===== src/hw/rtl/pcsp_pkg.sv =====
package pcsp_pkg;

    localparam int COORD_W    = 32;
    localparam int OUT_W      = 34;
    localparam int GUARD_BITS = 8;
    // CORDIC x/y: 32-bit input, 8 guard bits, negation and gain growth
    localparam int XY_W       = 44;
    // angle accumulator, radians with 32 fraction bits
    localparam int Z_W        = 36;
    localparam int RAD_W      = 34;
    localparam int MUL_W      = 32;
    localparam int IDX_W      = 6;

    localparam logic signed [Z_W-1:0] PI_Q32       = 36'sd13493037705;
    localparam logic [MUL_W-1:0]      INV_GAIN_Q32 = 32'd2608131496;

    localparam logic [1:0] KIND_ANGLE     = 2'd0;
    localparam logic [1:0] KIND_RAD_PLUS  = 2'd1;
    localparam logic [1:0] KIND_RAD_MINUS = 2'd2;

    // round(atan(2^-i) * 2^32)
    function automatic logic signed [Z_W-1:0] atan_q32(input logic [IDX_W-1:0] idx);
        logic signed [Z_W-1:0] val;
        val = '0;
        case (idx)
            6'd0:    val = 36'sd3373259426;
            6'd1:    val = 36'sd1991351318;
            6'd2:    val = 36'sd1052175346;
            6'd3:    val = 36'sd534100635;
            6'd4:    val = 36'sd268086748;
            6'd5:    val = 36'sd134174063;
            6'd6:    val = 36'sd67103403;
            6'd7:    val = 36'sd33553749;
            6'd8:    val = 36'sd16777131;
            6'd9:    val = 36'sd8388597;
            6'd10:   val = 36'sd4194303;
            6'd11:   val = 36'sd2097152;
            default: begin
                if (idx <= 6'd32) begin
                    val = 36'sd1 <<< (6'd32 - idx);
                end else begin
                    val = '0;
                end
            end
        endcase
        return val;
    endfunction

endpackage


===== src/hw/rtl/polar_corerz_stepper_position_unit.sv =====
// Polar / CoreRZ stepper position unit. Each item carries one toolhead
// coordinate (x, y, z) in signed fixed point and yields one 34-bit stepper
// position in the same format. stepper_kind selects the mode: 0 gives the bed
// angle atan2(y, x), unwrapped to lie within pi of the previous angle brought
// into -pi..pi; 1 and 2 give sqrt(x^2 + y^2) plus or minus z. Both come from
// one CORDIC vectoring unit that runs one micro-rotation per clock, followed
// by a two-pass 32x32 gain correction and a final sum. An item passes through
// the micro-rotations, the low-half, high-half and sum gain-correction steps,
// the pickup of the CORDIC result and the load of the output register, with
// the unwrap and normalize steps between the last two in angle mode. The
// origin in angle mode skips the CORDIC pass and goes through unwrap and
// normalize; the unused stepper kind goes straight to the output load. A
// result blocked by a stalled receiver holds the unit for as long as the stall.
// s_ready is high only while no item is in flight, so the next item can be
// taken in the cycle after the result is registered; a finished result waits
// in the output register while the next item is accepted. Write stepper_kind
// only while the unit is idle.
module polar_corerz_stepper_position_unit #(
    parameter int FRACTION_BITS = 16,
    parameter int CORDIC_STEPS  = 24
) (
    input  logic                                 aclk,
    input  logic                                 aresetn,
    input  logic                                 cfg_wr_en,
    input  logic [1:0]                           cfg_wr_data,
    input  logic                                 s_valid,
    output logic                                 s_ready,
    input  logic signed [pcsp_pkg::COORD_W-1:0]  s_x_coord,
    input  logic signed [pcsp_pkg::COORD_W-1:0]  s_y_coord,
    input  logic signed [pcsp_pkg::COORD_W-1:0]  s_z_coord,
    output logic                                 m_valid,
    input  logic                                 m_ready,
    output logic signed [pcsp_pkg::OUT_W-1:0]    m_stepper_position
);

    localparam int OUT_W  = pcsp_pkg::OUT_W;
    localparam int Z_W    = pcsp_pkg::Z_W;
    localparam int ANG_W  = FRACTION_BITS + 6;
    localparam int LAST_W = FRACTION_BITS + 4;
    localparam int SHIFT  = 32 - FRACTION_BITS;
    localparam longint PI_F_L = (longint'(pcsp_pkg::PI_Q32) + (longint'(1) << (SHIFT - 1)))
                                >>> SHIFT;
    localparam logic signed [ANG_W-1:0] PI_F     = ANG_W'(PI_F_L);
    localparam logic signed [ANG_W-1:0] TWO_PI_F = ANG_W'(2 * PI_F_L);

    typedef enum logic [2:0] {
        ST_IDLE,
        ST_WAIT,
        ST_UNWRAP,
        ST_NORM,
        ST_FINISH
    } top_state_t;

    top_state_t                         state_reg;
    logic [1:0]                         kind_reg;
    logic signed [pcsp_pkg::COORD_W-1:0] z_coord_reg;
    logic signed [ANG_W-1:0]            ang_reg;
    logic signed [LAST_W-1:0]           last_angle_reg;
    logic signed [OUT_W-1:0]            res_reg;
    logic signed [OUT_W-1:0]            out_reg;
    logic                               m_valid_reg;

    logic                               accept;
    logic                               cordic_start;
    logic                               cordic_done;
    logic [pcsp_pkg::RAD_W-1:0]         cordic_radius;
    logic signed [Z_W-1:0]              cordic_angle;
    logic signed [Z_W:0]                ang_round;
    logic signed [ANG_W-1:0]            ang_frac;
    logic signed [ANG_W-1:0]            diff;
    logic signed [ANG_W-1:0]            unwrapped;
    logic signed [ANG_W-1:0]            normalized;
    logic signed [OUT_W:0]              z_ext;
    logic signed [OUT_W:0]              rad_sum;
    logic signed [OUT_W:0]              rad_diff;
    logic                               origin;

    assign accept = s_valid && s_ready;
    assign origin = (s_x_coord == '0) && (s_y_coord == '0);
    assign cordic_start = accept && ((kind_reg == pcsp_pkg::KIND_ANGLE && !origin)
                                     || kind_reg == pcsp_pkg::KIND_RAD_PLUS
                                     || kind_reg == pcsp_pkg::KIND_RAD_MINUS);

    pcsp_cordic #(
        .CORDIC_STEPS(CORDIC_STEPS)
    ) u_cordic (
        .aclk   (aclk),
        .aresetn(aresetn),
        .start  (cordic_start),
        .x_in   (s_x_coord),
        .y_in   (s_y_coord),
        .done   (cordic_done),
        .radius (cordic_radius),
        .angle  (cordic_angle)
    );

    // round Q32 radians to the output fraction
    assign ang_round = {cordic_angle[Z_W-1], cordic_angle}
                       + ((Z_W+1)'(1) <<< (SHIFT - 1));
    assign ang_frac  = ANG_W'(ang_round >>> SHIFT);

    assign diff      = ang_reg - {{(ANG_W-LAST_W){last_angle_reg[LAST_W-1]}}, last_angle_reg};
    assign unwrapped = (diff > PI_F)  ? ang_reg - TWO_PI_F :
                       (diff < -PI_F) ? ang_reg + TWO_PI_F : ang_reg;
    assign normalized = (ang_reg < -PI_F) ? ang_reg + TWO_PI_F :
                        (ang_reg > PI_F)  ? ang_reg - TWO_PI_F : ang_reg;

    assign z_ext    = {{(OUT_W+1-pcsp_pkg::COORD_W){z_coord_reg[pcsp_pkg::COORD_W-1]}}, z_coord_reg};
    assign rad_sum  = $signed({1'b0, cordic_radius}) + z_ext;
    assign rad_diff = $signed({1'b0, cordic_radius}) - z_ext;

    always_ff @(posedge aclk) begin
        if (!aresetn) begin
            state_reg      <= ST_IDLE;
            kind_reg       <= pcsp_pkg::KIND_ANGLE;
            last_angle_reg <= '0;
            m_valid_reg    <= 1'b0;
        end else begin
            if (cfg_wr_en) begin
                kind_reg <= cfg_wr_data;
            end
            // in ST_FINISH the load below decides m_valid_reg
            if (m_valid_reg && m_ready && state_reg != ST_FINISH) begin
                m_valid_reg <= 1'b0;
            end
            unique case (state_reg)
                ST_IDLE: begin
                    if (accept) begin
                        z_coord_reg <= s_z_coord;
                        if (cordic_start) begin
                            state_reg <= ST_WAIT;
                        end else if (kind_reg == pcsp_pkg::KIND_ANGLE) begin
                            ang_reg   <= '0;
                            state_reg <= ST_UNWRAP;
                        end else begin
                            res_reg   <= '0;
                            state_reg <= ST_FINISH;
                        end
                    end
                end
                ST_WAIT: begin
                    if (cordic_done) begin
                        unique case (kind_reg)
                            pcsp_pkg::KIND_ANGLE: begin
                                ang_reg   <= ang_frac;
                                state_reg <= ST_UNWRAP;
                            end
                            pcsp_pkg::KIND_RAD_PLUS: begin
                                res_reg   <= rad_sum[OUT_W-1:0];
                                state_reg <= ST_FINISH;
                            end
                            default: begin
                                res_reg   <= rad_diff[OUT_W-1:0];
                                state_reg <= ST_FINISH;
                            end
                        endcase
                    end
                end
                ST_UNWRAP: begin
                    ang_reg   <= unwrapped;
                    res_reg   <= {{(OUT_W-ANG_W){unwrapped[ANG_W-1]}}, unwrapped};
                    state_reg <= ST_NORM;
                end
                ST_NORM: begin
                    last_angle_reg <= normalized[LAST_W-1:0];
                    state_reg      <= ST_FINISH;
                end
                ST_FINISH: begin
                    // wait for the output register to free up
                    if (!m_valid_reg || m_ready) begin
                        out_reg     <= res_reg;
                        m_valid_reg <= 1'b1;
                        state_reg   <= ST_IDLE;
                    end
                end
                default: state_reg <= ST_IDLE;
            endcase
        end
    end

    assign s_ready            = (state_reg == ST_IDLE);
    assign m_valid            = m_valid_reg;
    assign m_stepper_position = out_reg;

    a_done_in_wait: assert property (@(posedge aclk) disable iff (!aresetn)
        cordic_done |-> state_reg == ST_WAIT)
        else $error("CORDIC finished outside of wait state");

    a_last_angle_update: assert property (@(posedge aclk) disable iff (!aresetn)
        (state_reg != ST_NORM) |=> $stable(last_angle_reg))
        else $error("last angle changed outside of normalize step");

    a_busy_after_accept: assert property (@(posedge aclk) disable iff (!aresetn)
        accept |=> !s_ready)
        else $error("input ready while an item is in flight");

    a_no_result_overwrite: assert property (@(posedge aclk) disable iff (!aresetn)
        (m_valid_reg && !m_ready) |=> m_valid_reg && $stable(out_reg))
        else $error("pending result lost");

endmodule


===== src/hw/rtl/pcsp_cordic.sv =====
module pcsp_cordic #(
    parameter int CORDIC_STEPS = 24
) (
    input  logic                                   aclk,
    input  logic                                   aresetn,
    input  logic                                   start,
    input  logic signed [pcsp_pkg::COORD_W-1:0]    x_in,
    input  logic signed [pcsp_pkg::COORD_W-1:0]    y_in,
    output logic                                   done,
    output logic [pcsp_pkg::RAD_W-1:0]             radius,
    output logic signed [pcsp_pkg::Z_W-1:0]        angle
);

    localparam int CNT_W = $clog2(CORDIC_STEPS);
    localparam int XY_W  = pcsp_pkg::XY_W;
    localparam int Z_W   = pcsp_pkg::Z_W;
    localparam int MUL_W = pcsp_pkg::MUL_W;
    localparam int GB    = pcsp_pkg::GUARD_BITS;
    localparam logic [CNT_W-1:0] LAST_STEP = CNT_W'(CORDIC_STEPS - 1);

    typedef enum logic [2:0] {
        ST_IDLE,
        ST_ROTATE,
        ST_MUL_LO,
        ST_MUL_HI,
        ST_SUM
    } cordic_state_t;

    cordic_state_t               state_reg;
    logic [CNT_W-1:0]            step_reg;
    logic signed [XY_W-1:0]      x_reg;
    logic signed [XY_W-1:0]      y_reg;
    logic signed [Z_W-1:0]       z_reg;
    logic [2*MUL_W-1:0]          prod_reg;
    logic [MUL_W-1:0]            t_lo_reg;
    logic [pcsp_pkg::RAD_W-1:0]  radius_reg;
    logic                        done_reg;

    logic signed [XY_W-1:0]      x_load;
    logic signed [XY_W-1:0]      y_load;
    logic signed [XY_W-1:0]      dx;
    logic signed [XY_W-1:0]      dy;
    logic signed [Z_W-1:0]       atan_val;
    logic [XY_W-1:0]             mag;
    logic [MUL_W-1:0]            mul_a;
    logic [2*MUL_W-1:0]          t_sum;

    assign x_load   = {{(XY_W-pcsp_pkg::COORD_W-GB){x_in[pcsp_pkg::COORD_W-1]}}, x_in, GB'(0)};
    assign y_load   = {{(XY_W-pcsp_pkg::COORD_W-GB){y_in[pcsp_pkg::COORD_W-1]}}, y_in, GB'(0)};
    assign dx       = y_reg >>> step_reg;
    assign dy       = x_reg >>> step_reg;
    assign atan_val = pcsp_pkg::atan_q32(pcsp_pkg::IDX_W'(step_reg));

    // magnitude clamped at zero, split for the 32x32 multiplier
    assign mag   = (x_reg > 0) ? x_reg : '0;
    assign mul_a = (state_reg == ST_MUL_LO) ? mag[MUL_W-1:0]
                                            : MUL_W'(mag[XY_W-1:MUL_W]);
    assign t_sum = prod_reg + {{MUL_W{1'b0}}, t_lo_reg} + 64'd128;

    always_ff @(posedge aclk) begin
        if (!aresetn) begin
            state_reg <= ST_IDLE;
            step_reg  <= '0;
            done_reg  <= 1'b0;
        end else begin
            done_reg <= 1'b0;
            unique case (state_reg)
                ST_IDLE: begin
                    if (start) begin
                        step_reg <= '0;
                        if (x_load < 0) begin
                            x_reg <= -x_load;
                            y_reg <= -y_load;
                            z_reg <= (y_load >= 0) ? pcsp_pkg::PI_Q32 : -pcsp_pkg::PI_Q32;
                        end else begin
                            x_reg <= x_load;
                            y_reg <= y_load;
                            z_reg <= '0;
                        end
                        state_reg <= ST_ROTATE;
                    end
                end
                ST_ROTATE: begin
                    if (y_reg >= 0) begin
                        x_reg <= x_reg + dx;
                        y_reg <= y_reg - dy;
                        z_reg <= z_reg + atan_val;
                    end else begin
                        x_reg <= x_reg - dx;
                        y_reg <= y_reg + dy;
                        z_reg <= z_reg - atan_val;
                    end
                    step_reg <= step_reg + 1'b1;
                    if (step_reg == LAST_STEP) begin
                        state_reg <= ST_MUL_LO;
                    end
                end
                ST_MUL_LO: begin
                    prod_reg  <= mul_a * pcsp_pkg::INV_GAIN_Q32;
                    state_reg <= ST_MUL_HI;
                end
                ST_MUL_HI: begin
                    t_lo_reg  <= prod_reg[2*MUL_W-1:MUL_W];
                    prod_reg  <= mul_a * pcsp_pkg::INV_GAIN_Q32;
                    state_reg <= ST_SUM;
                end
                ST_SUM: begin
                    radius_reg <= t_sum[GB +: pcsp_pkg::RAD_W];
                    done_reg   <= 1'b1;
                    state_reg  <= ST_IDLE;
                end
                default: state_reg <= ST_IDLE;
            endcase
        end
    end

    assign done   = done_reg;
    assign radius = radius_reg;
    assign angle  = z_reg;

endmodule


===== config.mk =====
export PLATFORM = sky130hd
export DESIGN_NAME = polar_corerz_stepper_position_unit
export DESIGN_NICKNAME = d
export VERILOG_FILES = /design/src/hw/rtl/pcsp_pkg.sv /design/src/hw/rtl/polar_corerz_stepper_position_unit.sv /design/src/hw/rtl/pcsp_cordic.sv
export SDC_FILE = /design/constraint.sdc
export NUM_CORES = 2
export LEC_CHECK = 0
export BUFFER_PORTS_ARGS = -buffer_cell sky130_fd_sc_hd__clkbuf_2
export CAP_MARGIN = 5
export CORE_UTILIZATION = 30
export DETAILED_ROUTE_END_ITERATION = 12
export GPL_TIMING_DRIVEN = 0
export SLEW_MARGIN = 20
export SYNTH_ARGS = -nofsm -noshare
export SYNTH_HDL_FRONTEND = slang
export SYNTH_HIERARCHICAL = 1
export SYNTH_SLANG_ARGS = --single-unit

===== constraint.sdc =====
create_clock -name aclk -period 9.97 [get_ports aclk]
set_input_delay 0.4985 -clock aclk [delete_from_list [all_inputs] [get_ports aclk]]
set_output_delay 0.4985 -clock aclk [all_outputs]
set_load 0.1 [all_outputs]

======== Word-level counts from Yosys, hierarchy flattened ========
Index checks and enable logic that the tools add are counted.
Widths: inputs -> output; s select.
word-level totals
  logic and storage cells ................. 160
  output and inout bits ................... 36
  register bits ........................... 408
operators by class
  multipliers ............................. 1
  $add $sub $neg .......................... 18
  equal/unequal tests ..................... 33
  shift operators ......................... 3
  muxes and demuxes ....................... 48
  reduce and logical (&&, ||, !) cells .... 31
  $lt $le $gt $ge ......................... 9
operator list
  kind                    count
  $pmux 36 s12            1
  $mux 44                 7
  $mux 36                 5
  $pmux 44 s2             2
  $mux 22                 7
  $mux 34                 4
  $pmux 34 s3             1
  $add 44x44->44          2
  $neg 40->44             2
  $sshr 44x5->44          2
  $sub 44x44->44          2
  $pmux 36 s2             1
  $pmux 34 s2             1
  $pmux 22 s3             1
  $logic_not 32->1        2
  $mul 32x29->61 const B  1
  $ge 44x1->1 const B     1
  $gt 22x19->1 const B    2
  $gt 44x1->1 const B     1
  $lt 22x19->1 const B    2
  $add 42x32->42          1
  $add 42x8->42 const B   1
  $ge 40x1->1 const B     1
  $lt 40x1->1 const B     1
  other kinds (45)        92

======== Longest topological paths before layout ========
  depth after elaboration ................. 10
  gate-level depth with buffers ........... 37
  depth with buffers taken out ............ 33

======== Modules after synthesis ========
Netlist, hierarchy kept.
by module, submodules not included
  module                              sequential area each (sq um)  times used  cells an instance  area an instance (sq um)
  pcsp_cordic                         7,627.3                       1           5,084              47,341.7
  polar_corerz_stepper_position_unit  4,184.0                       1           1,137              10,557.6

======== Worst setup path after synthesis ========
OpenSTA, ideal clock, no wires.
  kind .................................... reg2reg
  start point ............................. register, netlist name state_reg[2]
  end point ............................... register u_cordic.z_reg[0], in the netlist u_cordic/angle[0] (enable)
  required time ........................... 9,361 ps
  path slack .............................. 780 ps
  arrival time ............................ 8,581 ps
  stages on the path, launching flop included .. 7
  setup time .............................. 609 ps
  period minus slack after synthesis ...... 9,190 ps
  cells stage by stage .................... dfxtp_1 > clkbuf_1 > nor3_1 > nand2_1 > a211oi_1 > o21ai_0 > nor2_1
RTL lines
  what                  line               source
  end signal, assigned  pcsp_cordic.sv:74  z_reg <= (y_load >= 0) ? pcsp_pkg::PI_Q32 : -pcsp_pkg::PI_Q32;
  end signal, assigned  pcsp_cordic.sv:87  z_reg <= z_reg + atan_val;
  end signal, assigned  pcsp_cordic.sv:91  z_reg <= z_reg - atan_val;
  end, declared         pcsp_cordic.sv:33  logic signed [Z_W-1:0] z_reg;

======== Final worst setup path ========
  start point ............................. register u_cordic.x_reg[38]
  end point ............................... register u_cordic.prod_reg[63] (data pin)
on the way
  word-level cells in the longest chain between the ends .. 4
ends and longest elaborated chain
  what                    line                                   source
  start, declared         pcsp_cordic.sv:31                      logic signed [XY_W-1:0] x_reg;
  start signal, assigned  pcsp_cordic.sv:72                      x_reg <= -x_load;
  start signal, assigned  pcsp_cordic.sv:76                      x_reg <= x_load;
  start signal, assigned  pcsp_cordic.sv:85                      x_reg <= x_reg + dx;
  $gt 44x1->1             pcsp_cordic.sv:55                      assign mag = (x_reg > 0) ? x_reg : '0;
  $mux 44 (*)             pcsp_cordic.sv:55
  $mux 32 (*)             pcsp_cordic.sv:56                      assign mul_a = (state_reg == ST_MUL_LO) ? mag[MUL_W-1:0]
  $mul 32x29->61 (*)      pcsp_cordic.sv:99, pcsp_cordic.sv:104
  end signal, assigned    pcsp_cordic.sv:99                      prod_reg <= mul_a * pcsp_pkg::INV_GAIN_Q32;
  end signal, assigned    pcsp_cordic.sv:104                     prod_reg <= mul_a * pcsp_pkg::INV_GAIN_Q32;
  end, declared           pcsp_cordic.sv:34                      logic [2*MUL_W-1:0] prod_reg;
Mark *: on every way between the ends. The rest lies on a longest branch, timed or not.
A chain may end at the register's enable or synchronous reset.

==> qor.csv <==
metric;value;unit
DR WL/cell;25.8;um
RD Place Congestion;1.09;
Layout fillers;19700;
Slowest-stage cell, CP;edfxtp_1;
flops & latches, synth;405;
Post-synth ARST share;0;%
Post-Syn Area;57900;um^2
final hold vios;0;
outcome;complete, but fails checks;
layout cells sized above 1;10.8;%
IO buf count;138;
data required time of the worst path;10.39;ns
worst path arrival time;10.36;ns
core area;191000;um^2
DIE WIDTH;441;um
# rows;160;
largest net degree at the start of global routing;59;
Inst Count DP;8885;
Reg area;11800;um^2
DR pass1 iterations;8;
area occupied by multi-input gates;42200;um^2
sequential element share of the synthesized area;20.4;%
DP HPWL;191000;um
CTS sink count;405;
syn_nets;7389;
die height;441;um
IO Pins;139;
layout net count;7690;
crit share post-route;99.7;%
kind of critical path;flip-flop to flip-flop;
peak supply drop;0.528;mV
crit path time final;9.94;ns
post-route ant nets;0;
first-pass GRT wire length;337000;um
CP startpoint kind;flip-flop;
First DRT Iteration DRCs;5403;
most used cell, CP;fa_1;
CTS Buf Count;49;
CTS clk-pin slew, worst paths;0.06;ns
EDFF count, synth;370;
fmax;0.101;GHz
Routed WL;234000;um
initial antenna violation count;14;
Fin Clk Skew;0.0437;ns
worst min path class;input pin to flip-flop;
total track usage;23.5;%
Ys Warns;6;
DRC viols;0;
failing checks;max-capacitance violations;
Setup-failing EPs final;0;
Crit. Startpoint;u_cordic/x_reg[38]$_DFFE_PP_;
Leak;27.7;nW
ys flop type;edfxtp_1;
Worst slew margin;1.34;%
CTS Root Cell;clkbuf_16;
crit path capture type;flip-flop;
starting density of the core;30.3;%
max reg flops;61;
post-layout instance count excluding filler cells;9095;
Layout area overhead;12.3;%
crit path max fanout;10;
CTS tree;built;
reg2reg start;u_cordic/x_reg[38]$_DFFE_PP_;
Synth Area per Inst;9.31;um^2
Die Footprint;195000;um^2
Syn Inst Count;6221;
htree depth;2;
Via Count;50700;
hold_sp;s_z_coord[31];
unrepaired setup endpoints after global routing;true;
vias in the first global route;49500;
Slew Limit Fails;0;
pwr dens;236;nW/um^2
worst-skew pair later-pin latency;0.68;ns
final global-route overflow total;0;
Synth cell types;117;
Worst Max-Slew Pin Slew;1.47;ns
CTS Buffer Depth;3;
Fin Hold WS;0.0422;ns
Largest stage delay, worst path;0.68;ns
commonest non-fill, non-tap cell in the layout;inv_1;
most frequent cells in the layout;inv_1 (779), ha_1 (602), fa_1 (461);
drt via density;5.58;
Max Cap Viol;1;
==> cell type report <==
cell class                      instances  area share [%]
Antenna cell                           23          0.0885
Clock buffer                           54            1.96
Timing Repair Buffer                  254            2.79
Sequential cell                       405            18.2
Multi-Input combinational cell       4765            64.9
Clock inverter                         36           0.635
Buffer                                242            1.84
Inverter                              805            4.78
Tap cell                             2511            4.83
==> final timing paths <==
path	to	slack, ns	cells after the start
hold reg to reg	m_stepper_position[24]$_DFFE_PP_	0.42	0
setup reg to reg	u_cordic/prod_reg[63]$_DFFE_PP_	0.03	35
setup / recovery	u_cordic/prod_reg[63]$_DFFE_PP_	0.03	35
hold / removal	z_coord_reg[31]$_DFFE_PP_	0.04	1
==> cell families (layout without fill, tap and decap cells) <==
group	after synthesis	count (layout)	synth area share, %
AOI/OAI and AO/OA	1482	1482	16.8
and+or+nand+nor	1463	1463	12.4
adders and majority gates	1065	1065	29.0
buffers and inverters	1051	1391	7.22
xor gates and xnor gates	470	470	7.12
DFF	405	405	20.4
muxes	285	285	7.08
other	0	23	0
==> routing by layer <==
| layer | GRT usage [%] | routed length (um) | vias to the layer above |
|---|---|---|---|
| li1 | - | - | 22700 |
| met1 | 30.3 | 96200 | 25000 |
| met2 | 35.8 | 102000 | 2425 |
| met3 | 5.26 | 20500 | 554 |
| met4 | 13.9 | 15500 | 8 |
| met5 | 0.269 | 114 | - |
==> through the flow <==
step	power, W	setup slack [ns]	area (um^2)	TNS (ns)	utilization [%]
final	0.0154	0.0310	65000	0	34.0
after global routing	0.0165	-0.315	65000	-1.24	34.0
after CTS	0.0153	-0.0860	64200	-0.0860	33.6
after detailed placement	0.0132	-1.03	62000	-21.00	32.5
after global placement	0.0131	-2.20	61700	-295.07	32.3
after floorplan	0.0101	0.780	57900	0	-
==> critical path: cells and delay by family, from the launching register on <==
kind                     cells  cell delay, ns
AO/OA/AOI/OAI               10            2.42
XOR/XNOR                     1            0.13
adder cells (fa/ha/maj)      9            3.87
buffers and inverters        9            1.27
flip-flops                   1            0.68
AND/OR/NAND/NOR              6            1.34
==> what timing repair did <==
action                                  CTS  global route
gates resized for setup                  40            74
endpoints found under the setup margin   56            51
hold buffers                             30             0
buffers inserted                         11            60
cloned                                    0             0
hold endpoints to repair                 30             0
pin swaps                                 0             3
==> where the power goes <==
part | internal (W) | total (W) | switching (W)
clock network | 0.00107 | 0.00192 | 0.000845
logic | 0.00416 | 0.0109 | 0.00678
registers | 0.00229 | 0.00251 | 0.000213
total | 0.00753 | 0.0154 | 0.00784
==> synth_stat cells (16+ instances only) <==
| master | number | area (um^2) |
|---|---|---|
| buf_1 | 29 | 109 |
| a211oi_1 | 53 | 398 |
| a31oi_1 | 59 | 369 |
| fa_1 | 461 | 9230 |
| a21o_1 | 143 | 1070 |
| inv_1 | 801 | 3010 |
| mux4_2 | 90 | 2030 |
| a22o_1 | 27 | 236 |
| and2_1 | 60 | 375 |
| edfxtp_1 | 370 | 11100 |
| a211o_1 | 16 | 140 |
| ha_1 | 604 | 7560 |
| a21boi_0 | 18 | 135 |
| nor2b_1 | 45 | 282 |
| mux2_2 | 63 | 709 |
| nand2b_1 | 74 | 463 |
| or3_1 | 43 | 269 |
| nand4_1 | 40 | 250 |
| o31ai_1 | 66 | 495 |
| nand2_1 | 422 | 1580 |
| a21oi_1 | 317 | 1590 |
| nand3_1 | 98 | 490 |
| xnor2_1 | 299 | 2620 |
| buf_2 | 31 | 155 |
| and3_1 | 46 | 288 |
| nor2_1 | 358 | 1340 |
| o21a_1 | 49 | 368 |
| o22ai_1 | 78 | 488 |
| or2_2 | 37 | 231 |
| o211ai_1 | 38 | 285 |
| xor2_1 | 170 | 1490 |
| nor4_1 | 47 | 294 |
| o21bai_1 | 41 | 308 |
| o21ai_0 | 335 | 1680 |
| o21ai_1 | 20 | 100 |
| or4_1 | 20 | 150 |
| nor3_1 | 104 | 521 |
| o41ai_1 | 20 | 175 |
| clkbuf_1 | 153 | 574 |
| buf_4 | 17 | 128 |
| dfxtp_1 | 35 | 701 |
| mux2i_1 | 125 | 1250 |
| o221ai_1 | 18 | 158 |
Note: power is estimated with default switching activity, not from simulation.
